$ cat src/rtl/laser_plane_ray_intersect_defines.svh
// assertion macros for the laser plane ray intersection block
`ifndef LASER_PLANE_RAY_INTERSECT_DEFINES_SVH
`define LASER_PLANE_RAY_INTERSECT_DEFINES_SVH

// antecedent implies consequent on the next clock
`define LPRI_ASSERT_NEXT(label, ante, cons, msg) \
    label: assert property (@(posedge clk) disable iff (!rst_n) (ante) |=> (cons)) \
        else $error(msg);

// antecedent implies consequent a fixed number of clocks later
`define LPRI_ASSERT_DELAY(label, ante, dly, cons, msg) \
    label: assert property (@(posedge clk) disable iff (!rst_n) (ante) |-> ##dly (cons)) \
        else $error(msg);

`endif

$ cat src/rtl/lpri_pkg.sv
// shared types, constants and rounding helper for the laser plane intersection block
`default_nettype none

package lpri_pkg;

    localparam int FRAC_BITS = 16;
    localparam int UNIT_BITS = 30;

    localparam int CFG_IDX_W = 2;
    localparam logic [CFG_IDX_W-1:0] CFG_NORMAL_X       = 2'd0;
    localparam logic [CFG_IDX_W-1:0] CFG_NORMAL_Y       = 2'd1;
    localparam logic [CFG_IDX_W-1:0] CFG_NORMAL_Z       = 2'd2;
    localparam logic [CFG_IDX_W-1:0] CFG_PLANE_DISTANCE = 2'd3;

    localparam logic signed [31:0] SAT_POS = 32'sh7FFF_FFFF;
    localparam logic signed [31:0] SAT_NEG = 32'sh8000_0000;

    localparam int Q_DEPTH = 2;
    localparam int Q_PTR_W = 1;

    typedef struct packed {
        logic signed [31:0] ray_x;
        logic signed [31:0] ray_y;
    } ray_t;

    typedef struct packed {
        logic signed [31:0] point_x;
        logic signed [31:0] point_y;
        logic signed [31:0] point_z;
        logic               overflow;
    } point_t;

    // plane-derived coefficients, Q30 (distance is the raw register, deg a flag)
    typedef struct packed {
        logic signed [32:0] a;
        logic signed [32:0] b;
        logic signed [32:0] c;
        logic signed [31:0] u1;
        logic signed [31:0] u2;
        logic [30:0]        distance;
        logic               deg;
    } coef_t;

    typedef struct packed {
        ray_t ray;
        logic deg;
    } item_t;

    // shift right with rounding half away from zero
    function automatic logic signed [67:0] rnd_shift(input logic signed [67:0] v,
                                                     input int unsigned sh);
        logic [67:0] mag;
        logic [67:0] half;
        logic [67:0] m;
        mag  = v[67] ? 68'(-v) : 68'(v);
        half = 68'(1) << (sh - 1);
        m    = (mag + half) >> sh;
        rnd_shift = v[67] ? -$signed(m) : $signed(m);
    endfunction

endpackage

`default_nettype wire

$ cat src/rtl/lpri_queue.sv
// front end: accepts items, tags degenerate planes and buffers them for the datapath
`default_nettype none

module lpri_queue import lpri_pkg::*; (
    input  logic  clk,
    input  logic  rst_n,
    input  logic  start,
    input  ray_t  ray,
    input  logic  deg,
    input  logic  coef_busy,
    input  logic  pop,
    output logic  busy,
    output logic  head_valid,
    output item_t head
);

    item_t                mem_reg [Q_DEPTH];
    logic [Q_PTR_W-1:0]   wr_reg, wr_next, rd_reg, rd_next;
    logic [Q_PTR_W:0]     cnt_reg, cnt_next;
    logic                 push;
    logic                 do_pop;

    assign busy       = coef_busy || (cnt_reg == (Q_PTR_W+1)'(Q_DEPTH));
    assign push       = start && !busy;
    assign head_valid = cnt_reg != '0;
    assign do_pop     = pop && head_valid;
    assign head       = mem_reg[rd_reg];

    always_comb
    begin
        wr_next  = push ? wr_reg + 1'b1 : wr_reg;
        rd_next  = do_pop ? rd_reg + 1'b1 : rd_reg;
        cnt_next = cnt_reg + (Q_PTR_W+1)'(push) - (Q_PTR_W+1)'(do_pop);
    end

    always_ff @(posedge clk or negedge rst_n)
    begin
        if (!rst_n)
        begin
            wr_reg  <= '0;
            rd_reg  <= '0;
            cnt_reg <= '0;
        end
        else
        begin
            wr_reg  <= wr_next;
            rd_reg  <= rd_next;
            cnt_reg <= cnt_next;
        end
    end

    always_ff @(posedge clk)
    begin
        if (push)
        begin
            mem_reg[wr_reg] <= '{ray: ray, deg: deg};
        end
    end

endmodule

`default_nettype wire

$ cat config.mk
export PLATFORM = sky130hd
export DESIGN_NAME = lpri_queue
export DESIGN_NICKNAME = d
export VERILOG_FILES = /design/src/rtl/laser_plane_ray_intersect_defines.svh /design/src/rtl/lpri_pkg.sv /design/src/rtl/lpri_queue.sv
export SDC_FILE = /design/constraint.sdc
export NUM_CORES = 1
export LEC_CHECK = 0
export BUFFER_PORTS_ARGS = -buffer_cell sky130_fd_sc_hd__buf_2
export CORE_MARGIN = 1.5
export CORE_UTILIZATION = 45
export DETAILED_ROUTE_END_ITERATION = 12
export MAX_ROUTING_LAYER = met4
export PLACE_DENSITY = 0.7
export SYNTH_ARGS = -nofsm -noshare
export SYNTH_HDL_FRONTEND = slang
export SYNTH_SLANG_ARGS = --single-unit
$ cat constraint.sdc
create_clock -name clk -period 5.2 [get_ports clk]
set_input_delay 0.26 -clock clk [delete_from_list [all_inputs] [get_ports clk]]
set_output_delay 0.26 -clock clk [all_outputs]
set_load 0.02 [all_outputs]
==> run summary <==
Worst-path clk slew: 0.06 ns
Worst endpoint required time: 4.94 ns
Least-Margin Pin Slew: 1.107 ns
Register area: 4008 sq um
Syn nets: 293
Post-DR wirelength/cell: 15.11 um
ANT nets after route: 0
Synth Area in Compound Gates: 0%
Core Area: 10,890 sq um
Largest net degree at the start of global routing: 67
Gr ovfl total: 0
Setup violators final: 0
Drt pass-1 iters: 4
Largest family of logic cells by synthesized area: multiplexers
DRC viols: 0
Status: complete, no violations
Ys Warns: 0
Nature of the critical path endpoint: output port
Global Route Usage Sum: 16.00%
Commonest non-fill, non-tap cell in the layout: buf_2
Area growth syn-to-layout: 39.00%
Hold Buf Count CTS: 66
Diode count: 0
Final WL: 8917 um
Final Slew Violations: 0
Worst-Skew Late Latency: 0.51 ns
Worst Setup Path Type: reg -> out
Delay-heaviest family, CP: flip-flops
First-pass GRT wire length: 13,300 um
Crit-path cells: mux2_2 -> buf_2
Crit Path Max Fanout: 66
Clock Sink Count: 134
Type of the worst min-delay path: in -> async
Max Cap Viol: 0
H-tree depth: 4
Mapped Cells: 221
RD Place Congestion: 0.6726
Final Cycle Share: 49.33%
Starting Density: 46.47%
Worst path max stage delay: 1.15 ns
CP max-delay cell: dfrtp_4
Initial DRC count: 86
Initial antenna violation count: 0
Final Net Count: 509
CTS tree: built
Vias after detailed routing: 2,720
Drt via density: 4.610
Rows: 38
Commonest non-fill, non-tap cells in the layout: buf_2 (136), edfxtp_1 (130), dlygate4sd3_1 (66)
Syn avg cell area: 22.90 sq um
Worst slack at placement: 2.672 ns
RSZ-0062 raised after global routing: false
Post-Synth Adder-Cell Area: 0.4946%
Port Buffer Count: 136
Post-synthesis xor/xnor area fraction: 0.6924%
Root Driver: clkbuf_8
Post-synth cell types: 15
Num CTS Buffers: 17
Max_slew headroom: 26.21%
Max reg flops: 130
Most area-hungry cell type in the Yosys netlist: edfxtp_1
Clk buf depth: 2
Filler cells: 753
Cell Area, Placed: 5883 sq um
Final core utilization: 64.59%
Final WS setup: 2.635 ns
Synth top area cells: edfxtp_1 (77%), mux2_4 (12%), mux2_2 (5.6%)
Share of the synthesized area in the top cell type: 77.15%
Peak VDD IR: 0.0004004 V
Die ar.: 11,890 sq um
CP startpoint kind: flop
Mux contribution to synthesized area: 17.43%
Fin. Hold Viols: 0
Multi-input gate area: 997.2 sq um
Die Y: 109.0 um
Layout cells sized above 1: 51.56%
Die X: 109.0 um
Final Cell Area: 7033 sq um
Pleak: 2.769 nW
Worst Skew: 0.009779 ns
Tmin final: 2.565 ns
Vias in the first global route: 2,813
Worst path bufs/invs: 1
Sequential fraction of the synthesis area: 79.13%
Post-CTS Setup Inserts: 0
Fmax achieved: 0.3898 GHz
Cell Area, Synth: 5060 sq um
Total power per unit cell area: 492.2 nW/um^2
DP HPWL: 5384 um
Arr. time, crit path: 2.31 ns
Simple-Gate Fraction of Synth Area: 0.7913%
PostCTS Resize Cnt: 0
Fin Setup TNS: 0 ns
Ports: 137
Yosys reg bits: 134
## power by group
group	switching, mW	leakage, nW	internal, mW
Sequential	0.163	1.23	1.35
Combinational	0.481	1.30	0.497
Clock	0.400	0.237	0.572
## per-stage QoR
| step | std cells | power, mW | hold WS [ns] |
|---|---|---|---|
| 6_report | 590 | 3.462 | 0.07712 |
| 5_1_grt | 590 | 3.616 | 0.07572 |
| 4_1_cts | 590 | 3.503 | 0.05714 |
| 3_5_place_dp | 492 | 2.490 | 0.07161 |
| 3_3_place_gp | 492 | 2.468 | 0.06871 |
| 2_1_floorplan | 221 | 2.219 | -0.03559 |
## metal layers
| metal | track usage (%) | wire length, um | vias to the layer above |
|---|---|---|---|
| met3 | 5.140 | 608 | 4 |
| met4 | 6.485 | 36 | 0 |
| met5 | - | 0 | - |
| met2 | 25.27 | 4432 | 105 |
| met1 | 19.04 | 3840 | 1307 |
| li1 | - | - | 1304 |
## Yosys cell counts (all sizes together)
cell type,instances
nand3b,1
nand2b,2
xnor2,3
edfxtp,130
inv,2
or2,1
mux2,65
xor2,1
dfrtp,4
ha,2
and2,1
nor2,2
buf,7
## cell families (layout without fill, tap and decap cells)
| group | count (synthesis) | count (layout) |
|---|---|---|
| flip-flops | 134 | 134 |
| adder cells (fa/ha/maj) | 2 | 2 |
| buffers and inverters | 9 | 238 |
| XOR/XNOR | 4 | 4 |
| multiplexers | 65 | 65 |
| AND/OR/NAND/NOR | 7 | 7 |
## area by class of cell
type / count / area share (%)
clock buffers: 20 / 6.049
clock inverters: 12 / 0.9073
inverters: 2 / 0.1067
multi-input cells: 78 / 14.18
flip-flops and latches: 134 / 56.98
well taps: 140 / 2.491
repair buffers: 204 / 19.28
## worst paths after layout
path | from | endpoint | slack (ns) | cells past startpoint
max | rd_reg | head[61] | 2.63 | 2
min | rst_n | cnt_reg[0] | 0.08 | 2
max reg2reg | cnt_reg[1] | mem_reg[0][8] | 2.74 | 4
min reg2reg | cnt_reg[1] | cnt_reg[1] | 0.53 | 1
max in group asynchronous | rst_n | rd_reg | 4.98 | 2
min in group clk | pop | rd_reg | 0.09 | 3
No activity file was read; power rests on OpenSTA's default activity.
